**config.mk**
```make
export PLATFORM = sky130hd
export DESIGN_NAME = tgc_ctrl
export DESIGN_NICKNAME = d
export VERILOG_FILES = /design/src/assert_macros.svh /design/src/tgc_pkg.sv /design/src/tgc_ctrl.sv
export SDC_FILE = /design/constraint.sdc
export NUM_CORES = 1
export LEC_CHECK = 0
export BUFFER_PORTS_ARGS = -buffer_cell sky130_fd_sc_hd__buf_2
export CAP_MARGIN = 20
export CORE_AREA = 2 2 39 41
export CTS_BUF_LIST = sky130_fd_sc_hd__clkbuf_8 sky130_fd_sc_hd__clkbuf_16
export DETAILED_ROUTE_END_ITERATION = 12
export DIE_AREA = 0 0 41 43
export GPL_TIMING_DRIVEN = 0
export HOLD_SLACK_MARGIN = 0.06
export PLACE_DENSITY = 0.66
export SLEW_MARGIN = 0
export SYNTH_ARGS = -nofsm -noshare
export SYNTH_HDL_FRONTEND = slang
export SYNTH_SLANG_ARGS = --single-unit
```
**constraint.sdc**
```tcl
create_clock -name clock -period 1.03 [get_ports clock]
set_input_delay 0.103 -clock clock [delete_from_list [all_inputs] [get_ports clock]]
set_output_delay 0.103 -clock clock [all_outputs]
set_load 0.1 [all_outputs]
```
**src/assert_macros.svh**
```systemverilog
// Assertion macros shared by the RTL.
`ifndef ASSERT_MACROS_SVH
`define ASSERT_MACROS_SVH
`ifndef ASSERT_OFF
`define ASSERT_IMPL(label, clk, rst, ante, cons) \
   label: assert property (@(posedge clk) disable iff (rst) (ante) |-> (cons)) \
      else $error("assertion failed");
`define ASSERT_NEXT(label, clk, rst, ante, cons) \
   label: assert property (@(posedge clk) disable iff (rst) (ante) |=> (cons)) \
      else $error("assertion failed");
`else
`define ASSERT_IMPL(label, clk, rst, ante, cons)
`define ASSERT_NEXT(label, clk, rst, ante, cons)
`endif
`endif

```
**src/tgc_pkg.sv**
```systemverilog
package tgc_pkg;
   localparam int F_TDOWN = 0;
   localparam int F_DRAG  = 1;
   localparam int F_HOLD  = 2;
   localparam int F_CLICK = 3;
   localparam int F_MULTI = 4;
   localparam int F_REL   = 5;

   localparam logic [2:0] REG_MOVE   = 3'd0;
   localparam logic [2:0] REG_HOLD   = 3'd1;
   localparam logic [2:0] REG_CLICK  = 3'd2;
   localparam logic [2:0] REG_MULTI  = 3'd3;
   localparam logic [2:0] REG_SMOOTH = 3'd4;

   localparam logic [11:0] MOVE_RESET   = 12'd10;
   localparam logic [15:0] HOLD_RESET   = 16'd2000;
   localparam logic [15:0] CLICK_RESET  = 16'd500;
   localparam logic [15:0] MULTI_RESET  = 16'd500;
   localparam logic [7:0]  SMOOTH_RESET = 8'd51;

   typedef enum logic [3:0] {
      ST_IDLE, ST_DECODE, ST_INIT, ST_MS_RD, ST_MS_SQ, ST_MS_CHK, ST_NEW_WR,
      ST_LV_RD, ST_LV_SQ, ST_LV_UPD, ST_SW_RET, ST_SW_RD, ST_SW_CHK, ST_DONE
   } tgc_state_type;

   typedef struct packed {
      logic latch;
      logic init;
      logic rd_scan;
      logic scan_clr;
      logic scan_inc;
      logic sq;
      logic ms_chk;
      logic new_wr;
      logic lv_upd;
      logic retire;
      logic sw_chk;
      logic out_load;
   } tgc_cmd_type;

   typedef struct packed {
      logic op;
      logic in_range;
      logic new_path;
      logic scan_last;
      logic match;
      logic out_free;
   } tgc_status_type;
endpackage

```
**src/tgc_ctrl.sv**
```systemverilog
module tgc_ctrl (
   input  logic                   clock,
   input  logic                   reset,
   input  logic                   req_valid,
   output logic                   req_ready,
   input  tgc_pkg::tgc_status_type status,
   output tgc_pkg::tgc_cmd_type   cmd
);
   import tgc_pkg::*;

   tgc_state_type state_ff, state_in;

   always_ff @(posedge clock) begin
      if (reset) begin
         state_ff <= ST_IDLE;
      end else begin
         state_ff <= state_in;
      end
   end

   always_comb begin
      state_in  = state_ff;
      cmd       = '0;
      req_ready = 1'b0;
      case (state_ff)
         ST_IDLE: begin
            req_ready = 1'b1;
            if (req_valid) begin
               cmd.latch = 1'b1;
               state_in  = ST_DECODE;
            end
         end
         ST_DECODE: begin
            cmd.scan_clr = 1'b1;
            if (status.op) begin
               state_in = ST_SW_RET;
            end else if (!status.in_range) begin
               state_in = ST_DONE;
            end else begin
               state_in = ST_INIT;
            end
         end
         ST_INIT: begin
            cmd.init = 1'b1;
            state_in = status.new_path ? ST_MS_RD : ST_LV_RD;
         end
         ST_MS_RD: begin
            cmd.rd_scan = 1'b1;
            state_in    = ST_MS_SQ;
         end
         ST_MS_SQ: begin
            cmd.rd_scan = 1'b1;
            cmd.sq      = 1'b1;
            state_in    = ST_MS_CHK;
         end
         ST_MS_CHK: begin
            cmd.rd_scan = 1'b1;
            cmd.ms_chk  = 1'b1;
            if (status.match || status.scan_last) begin
               state_in = ST_NEW_WR;
            end else begin
               cmd.scan_inc = 1'b1;
               state_in     = ST_MS_RD;
            end
         end
         ST_NEW_WR: begin
            cmd.new_wr = 1'b1;
            state_in   = ST_DONE;
         end
         ST_LV_RD: begin
            state_in = ST_LV_SQ;
         end
         ST_LV_SQ: begin
            cmd.sq   = 1'b1;
            state_in = ST_LV_UPD;
         end
         ST_LV_UPD: begin
            cmd.lv_upd = 1'b1;
            state_in   = ST_DONE;
         end
         ST_SW_RET: begin
            cmd.retire = 1'b1;
            state_in   = ST_SW_RD;
         end
         ST_SW_RD: begin
            cmd.rd_scan = 1'b1;
            state_in    = ST_SW_CHK;
         end
         ST_SW_CHK: begin
            cmd.rd_scan = 1'b1;
            cmd.sw_chk  = 1'b1;
            if (status.scan_last) begin
               state_in = ST_DONE;
            end else begin
               cmd.scan_inc = 1'b1;
               state_in     = ST_SW_RD;
            end
         end
         ST_DONE: begin
            if (status.out_free) begin
               cmd.out_load = 1'b1;
               state_in     = ST_IDLE;
            end
         end
         default: begin
            state_in = ST_IDLE;
         end
      endcase
   end
endmodule

```
Word-level counts from Yosys, hierarchy flattened
Index checks and enable logic that the tools add are counted.
{"block": "word_totals", "output_inout_bits": 13, "word_cells": 47, "inputBits": 9, "regBits": 4}
{"block": "classes", "reduce_logical": 6, "n_eq_ne": 15, "mux": 25}
{"operator": "4-bit case mux with 13 select lines", "n": 1}
{"operator": "4-bit == test (second input constant)", "n": 6}
{"operator": "4-bit by 3-bit == test with 1-bit output (second input constant)", "n": 4}
{"operator": "1-bit two-way mux", "n": 16}
{"operator": "4-bit two-way mux", "n": 4}
{"operator": "3-bit two-way mux", "n": 3}
{"operator": "4-bit by 2-bit == test with 1-bit output (second input constant)", "n": 2}
{"operator": "5-bit OR reduction", "n": 1}
{"operator": "4-bit by 1-bit == test with 1-bit output (second input constant)", "n": 1}
{"operator": "4-bit logical NOT", "n": 1}
{"operator": "2-bit inequality test (second input constant)", "n": 2}
{"operator": "2-bit OR reduction", "n": 2}
{"operator": "1-bit case mux with 2 select lines", "n": 1}
{"operator": "2-bit AND reduction", "n": 1}
{"operator": "1-bit logical OR", "n": 1}

Logic depth before layout (Yosys ltp)
Gate-level depths: netlist of run 1.
{"block": "logic_depth", "word_depth": 3, "depth_mapped": 5}

Least setup slack after synthesis of run 1
No wires, ideal clock.
{"block": "synth_path", "kind": "register to output", "startpoint": "register state_ff[1]", "endpoint": "output port cmd[11] (netlist bit)", "path_buffers": 1, "required_ns": 0.927, "slack_ns": -2.257, "stages_incl_launch_ff": 4, "t_arrival_ns": 3.184, "cell_sequence": "dfxtp_1 -> buf_6 -> nor4_2 -> and2_1"}
{"item": "start, declared", "line_no": "tgc_ctrl.sv:11", "text": "tgc_state_type state_ff, state_in;"}
{"item": "start signal, assigned", "line_no": "tgc_ctrl.sv:17", "text": "state_ff <= state_in;"}
{"item": "end, declared", "line_no": "tgc_ctrl.sv:7", "text": "output tgc_pkg::tgc_cmd_type cmd"}

==> results by group, run 1 <==
Route
  – DR WL/cell: 21.8 µm
  – Vias per cell: 5.75
  – Vias: 724
  – First-pass DRT Iterations: 4
  – DR iter-0 viols: 22
  – Drc violations: 0
  – DRT antenna net count: 0
  – Wirelength, routed: 2740 µm

Clocking
  – Hold buffers post-CTS: 0
  – Clk Latency, worst-skew pair: 0.23 ns
  – CTS Buf Count: 3
  – Clock root cell: clkbuf_8
  – Clock sinks: 4
  – Worst-path clk slew: 0.04 ns
  – CTS H-tree depth: 1
  – TritonCTS clock tree: built
  – CTS Buffer Depth: 2

Die
  – Initial Util: 31.9%
  – Core area: 1380 µm²
  – Site Rows: 14
  – Die Footprint: 1760 µm²
  – Io pins: 22
  – Horiz. Die Dim: 41 µm
  – Die height: 43 µm

Setup path
  – Critical path's largest stage delay: 0.42 ns
  – WP data arrival: 1.34 ns
  – Worst reg-to-reg setup slack: -0.34 ns
  – Setup crit start: state_ff[3]$_SDFFE_PP0P_
  – WP depth: 5
  – CP Cell Sequence: buf_6 -> nand2_4 -> or2_4 -> nor2_4 -> buf_12
  – Crit path buffers/inverters: 2
  – CP endpoint kind: output port
  – FF-to-FF path depth: 6
  – CP startpoint kind: flop
  – Top Family by Delay on Critical Path: flip-flops
  – Critical Path End: cmd[0]
  – Reg2reg end: state_ff[0]$_SDFFE_PP0P_
  – Worst EP required: 0.93 ns
  – RR Startpoint: state_ff[0]$_SDFFE_PP0P_
  – Worst-path maximum fanout: 6
  – Slowest CP cell: dfxtp_4
  – Crit Path Class: flop to output port

Timing
  – Final Max Slew Viols: 0
  – Slew headroom: 78.7%
  – Final WS setup: -0.417 ns
  – Least-Margin Pin Slew: 0.317 ns
  – Clock skew: 0.00185 ns
  – Endpoints failing hold: 0
  – Fmax: 691 MHz
  – Hold WS: 0.129 ns
  – RSZ-0062 raised after global routing: yes
  – Minimum clock period: 1.45 ns
  – Period utilization: 141%
  – Setup violations, final: 17

Status
  – Failing checks: negative setup slack
  – Status: complete, but fails checks

GRT
  – Met3 Usage GRT: 12.6%
  – Initial antenna violation count: 0
  – Vias in the first global route: 695
  – First-pass GRT wire length: 3350 µm
  – M1 GR Usage: 30.4%
  – Most Crowded Layer GR: met2
  – Met2 Resource Use GR: 47.2%
  – Largest net degree at the start of global routing: 11
  – Gr ovfl total: 0
  – Total track usage: 29.4%

Power and ir drop
  – Combinational share of power: 81.4%
  – Total Power: 3.89 mW
  – Power Density: 2950 nW/µm²
  – Maximum vdd drop: 0.00182 V
  – NetSw: 2.01 mW
  – Lkg Pwr: 0.536 nW
  – Switching Fraction: 51.6%
  – Clock power frac: 9.5%
  – Internal power: 1.88 mW
  – Flop pwr share: 9.1%

Logic synthesis
  – Post-synth EDFFs: 0
  – Sequential fraction of the synthesis area: 18.1%
  – Post-synthesis cell count: 60
  – Synth cell count leaders: nor2_1 (8), nand2b_1 (6), nor3_1 (5)
  – Synth Warn #: 0
  – Synth top area cells: dfxtp_1 (18%), nand2b_1 (8.5%), nor2_1 (6.8%)
  – Mapped Area: 442 µm²
  – Post-synth top area share: 18.1%
  – Top-count cell post-synth: nor2_1
  – Largest area contributor in the netlist: dfxtp_1
  – Yosys reg bits: 4
  – Async S/R FF share, synth: 0%
  – Post-synthesis area per instance: 7.36 µm²
  – Netlist cell types: 33
  – Mapped Nets: 69
  – Synth Flop Type: dfxtp_1

Finish
  – Area Growth Syn to Fin: 199%
  – Antenna Cells: 0
  – Fin cells: 126
  – Most flops, register: state_ff
  – Share of cells above drive strength 1: 85.5%
  – Post-layout util: 95.3%
  – Largest regs: state_ff: 4 flops
  – Nets: 120
  – Filler instances: 30
  – Max reg flops: 4

Job
  – Maxcap violations: 0

Placement
  – Post-detail-place hpwl: 998 µm
  – GPL Wtd Cong: 0.793
  – Place WS: -0.606 ns
  – Dpl cells: 97
  – # port buffers: 21

Worst hold path
  – Worst Hold Class: primary input to flop
  – Hold-critical path depth: 2
routing by layer:
metal  share of wire [%]  wire, µm  vias to the layer above
met5                   0         0                        -
li1                    -         -                      317
met2                  49      1340                       51
met1                  38      1050                      343
met3                 7.3       199                       13
met4                 5.5       150                        0
area by class of cell:
cell class / instances / area, µm² / area share [%]
flip-flops and latches: 4 / 95.1 / 7.21
inverters: 3 / 11.3 / 0.854
well taps: 16 / 20.0 / 1.52
plain buffers: 3 / 55.1 / 4.17
repair buffers: 47 / 526 / 39.8
clock inverters: 1 / 3.75 / 0.285
multi-input cells: 49 / 567 / 43.0
clock buffers: 3 / 41.3 / 3.13
stage by stage:
step           cell area (µm²)  setup TNS, ns
3_5_place_dp               711          -5.50
2_1_floorplan              586          -8.27
3_3_place_gp               711          -5.38
4_1_cts                   1190          -5.16
5_1_grt                   1320          -6.01
6_report                  1320          -5.50
cell families after synthesis:
group / synth area share (%)
simple gates: 39.7
compound gates: 28.9
buf+inv: 11.0
flops: 18.1
mux: 2.27
power by group through the flow:
stage,clock network [mW],registers [mW],logic (mW)
floorplan,0,0.296,1.66
global placement,0,0.318,1.85
detailed placement,0,0.316,1.87
CTS,0.358,0.323,2.72
global route,0.378,0.360,3.26
finish,0.368,0.354,3.17
worst min path at each step:
stage / endpoint / slack, ns / start
2_1_floorplan: state_ff[2]$_SDFFE_PP0P_ / 0.16 / reset
3_3_place_gp: state_ff[2]$_SDFFE_PP0P_ / 0.31 / reset
3_5_place_dp: state_ff[3]$_SDFFE_PP0P_ / 0.31 / reset
4_1_cts: state_ff[2]$_SDFFE_PP0P_ / 0.09 / reset
5_1_grt: state_ff[3]$_SDFFE_PP0P_ / 0.14 / reset
6_report: state_ff[2]$_SDFFE_PP0P_ / 0.13 / reset
layout by cell type (no fill, tap or decap), drive strengths merged:
| cell type | count |
|---|---|
| buf | 50 |
| nor2 | 9 |
| nand2b | 7 |
| nor3 | 5 |
| dfxtp | 4 |
| inv | 4 |
| a21oi | 3 |
| clkbuf | 3 |
| nand2 | 3 |
| a221oi | 2 |
| o21ai | 2 |
| o21bai | 2 |
| nor4 | 1 |
| mux2i | 1 |
| nor2b | 1 |
| a21o | 1 |
| a21boi | 1 |
| and2 | 1 |
| or2 | 1 |
| nor4b | 1 |
| a211o | 1 |
| a31oi | 1 |
| a311oi | 1 |
| or3 | 1 |
| nor3b | 1 |
| o221ai | 1 |
| o31ai | 1 |
| o32ai | 1 |
what timing repair did:
item                                    CTS  global route
pin swaps                                12            11
gates resized for setup                  76            18
buffers inserted                         18             8
endpoints found under the setup margin   17            17
Note: power is estimated with default switching activity, not from simulation.
==> run 2: changes to the inputs <==
==> constraint.sdc (replaced) <==
create_clock -name clock -period 1.2 [get_ports clock]
set_input_delay 0.12 -clock clock [delete_from_list [all_inputs] [get_ports clock]]
set_output_delay 0.12 -clock clock [all_outputs]
set_load 0.1 [all_outputs]
==> run 2 against run 1 <==
The flow still finishes with violations (negative setup slack). Sequential cell count is the same. Setup slack improved by 0.14 ns. Global-route usage shrank 6.3 points. Via count shrank 12%. Power shrank 25%. Register-to-register slack improved by 0.16 ns. Hold slack worse by 0.0083 ns. Critical path depth unchanged. Utilization fell by 14 points. Combinational power shrank 26%. Critical path type unchanged. Critical endpoint unchanged.
==> results by group, run 2 (synthesized netlist as in run 1, its figures left out) <==
Die
  – Core area: 1380 µm²
  – Horiz. Die Dim: 41 µm
  – Site Rows: 14
  – Initial Util: 31.9%
  – Io pins: 22
  – Die Footprint: 1760 µm²
  – Die height: 43 µm

Timing
  – Endpoints failing hold: 0
  – Setup violations, final: 16
  – Clock skew: 0.000900 ns
  – Final WS setup: -0.278 ns
  – Fmax: 677 MHz
  – RSZ-0062 raised after global routing: yes
  – Period utilization: 123%
  – Final Max Slew Viols: 0
  – Minimum clock period: 1.48 ns
  – Slew headroom: 81.7%
  – Least-Margin Pin Slew: 0.270 ns

Setup path
  – Slowest CP cell: dfxtp_2
  – CP startpoint kind: flop
  – CP Cell Sequence: buf_6 -> nand2b_4 -> or2_4 -> nor2_4 -> buf_12
  – Worst-path maximum fanout: 4
  – Worst EP required: 1.08 ns
  – Crit Path Class: flop to output port
  – CP endpoint kind: output port
  – Top Family by Delay on Critical Path: simple AND/OR/NAND/NOR gates
  – WP data arrival: 1.36 ns
  – Worst reg-to-reg setup slack: -0.18 ns
  – Crit path buffers/inverters: 2
  – FF-to-FF path depth: 6
  – Critical path's largest stage delay: 0.32 ns
  – WP depth: 5

Placement
  – Post-detail-place hpwl: 978 µm
  – # port buffers: 21
  – Dpl cells: 97
  – GPL Wtd Cong: 0.812
  – Placed Area: 704 µm²

Worst hold path
  – Hold-critical path depth: 2
  – Worst Hold Class: primary input to flop

Clocking
  – Clk Latency, worst-skew pair: 0.23 ns
  – CTS H-tree depth: 1
  – Clock sinks: 4
  – TritonCTS clock tree: built
  – Hold buffers post-CTS: 0
  – Worst-path clk slew: 0.04 ns
  – CTS Buffer Depth: 2
  – Clock root cell: clkbuf_8
  – CTS Buf Count: 3

GRT
  – Gr ovfl total: 0
  – Vias in the first global route: 584
  – Largest net degree at the start of global routing: 11
  – First-pass GRT wire length: 2700 µm
  – Initial antenna violation count: 0
  – Total track usage: 23.0%

Finish
  – Share of cells above drive strength 1: 77.2%
  – Max reg flops: 4
  – Commonest non-fill, non-tap cells in the layout: buf_12 (12), buf_4 (12), buf_2 (9), nor2_4 (8), buf_6 (7)
  – Antenna Cells: 0
  – Nets: 111
  – Largest regs: state_ff: 4 flops
  – Filler instances: 82
  – Most flops, register: state_ff
  – Post-layout util: 81.6%
  – Multi-input logic area: 492 µm²
  – Post-route cell area: 1130 µm²
  – Fin cells: 117
  – FF+latch area: 92.6 µm²
  – Area Growth Syn to Fin: 156%

Power and ir drop
  – Internal power: 1.41 mW
  – Power Density: 2600 nW/µm²
  – NetSw: 1.53 mW
  – Flop pwr share: 9.3%
  – Switching Fraction: 52.1%
  – Total Power: 2.94 mW
  – Clock power frac: 10.6%
  – Maximum vdd drop: 0.00152 V
  – Lkg Pwr: 0.457 nW
  – Combinational share of power: 80.0%

Job
  – Maxcap violations: 0

Route
  – Vias per cell: 5.42
  – DRT antenna net count: 0
  – First-pass DRT Iterations: 4
  – DR iter-0 viols: 14
  – Wirelength, routed: 1700 µm
  – Vias: 634
  – Drc violations: 0
  – DR WL/cell: 14.5 µm

Status
  – Status: complete, but fails checks
  – Failing checks: negative setup slack
==> run 2: worst paths after layout <==
path	startpoint	end
setup / recovery	state_ff[1]$_SDFFE_PP0P_	cmd[0]
hold / removal	reset	state_ff[2]$_SDFFE_PP0P_
setup reg to reg	state_ff[0]$_SDFFE_PP0P_	state_ff[0]$_SDFFE_PP0P_
hold reg to reg	state_ff[2]$_SDFFE_PP0P_	state_ff[3]$_SDFFE_PP0P_
==> run 2: final cells by class <==
| class | instances | area share [%] |
|---|---|---|
| tap | 16 | 1.77 |
| clock buffer | 3 | 3.65 |
| timing repair buffer | 37 | 37.2 |
| inverter | 3 | 0.997 |
| multi-input combinational | 49 | 43.5 |
| buffer | 4 | 4.32 |
| sequential | 4 | 8.19 |
| clock inverter | 1 | 0.332 |
==> run 2: timing repair <==
action	in CTS	in global routing
pin swaps	10	6
gates cloned	1	0
setup endpoints to repair	17	17
buffers inserted	13	2
resized for setup	65	3
==> run 2: power groups by stage <==
stage               Sequential [mW]  Clock [mW]  Combinational (mW)
floorplan                     0.252           0                1.41
global placement              0.271           0                1.58
detailed placement            0.273           0                1.59
CTS                           0.274       0.314                2.25
global route                  0.279       0.323                2.45
finish                        0.274       0.313                2.35
==> run 2: routing by layer <==
layer / global-route usage, % / vias up / share of wire (%)
li1: - / 303 / -
met1: 27.4 / 296 / 38
met2: 35.0 / 29 / 53
met3: 6.28 / 6 / 5.8
met4: 13.3 / 0 / 2.7
met5: 0 / - / 0
==> run 2: per-stage QoR <==
stage / hold slack, ns / TNS, ns / setup WS (ns)
finish: 0.120 / -2.79 / -0.278
global route: 0.122 / -3.44 / -0.308
CTS: 0.0966 / -2.85 / -0.306
detailed placement: 0.333 / -2.94 / -0.459
global placement: 0.330 / -2.72 / -0.438
floorplan: 0.182 / -5.63 / -0.954
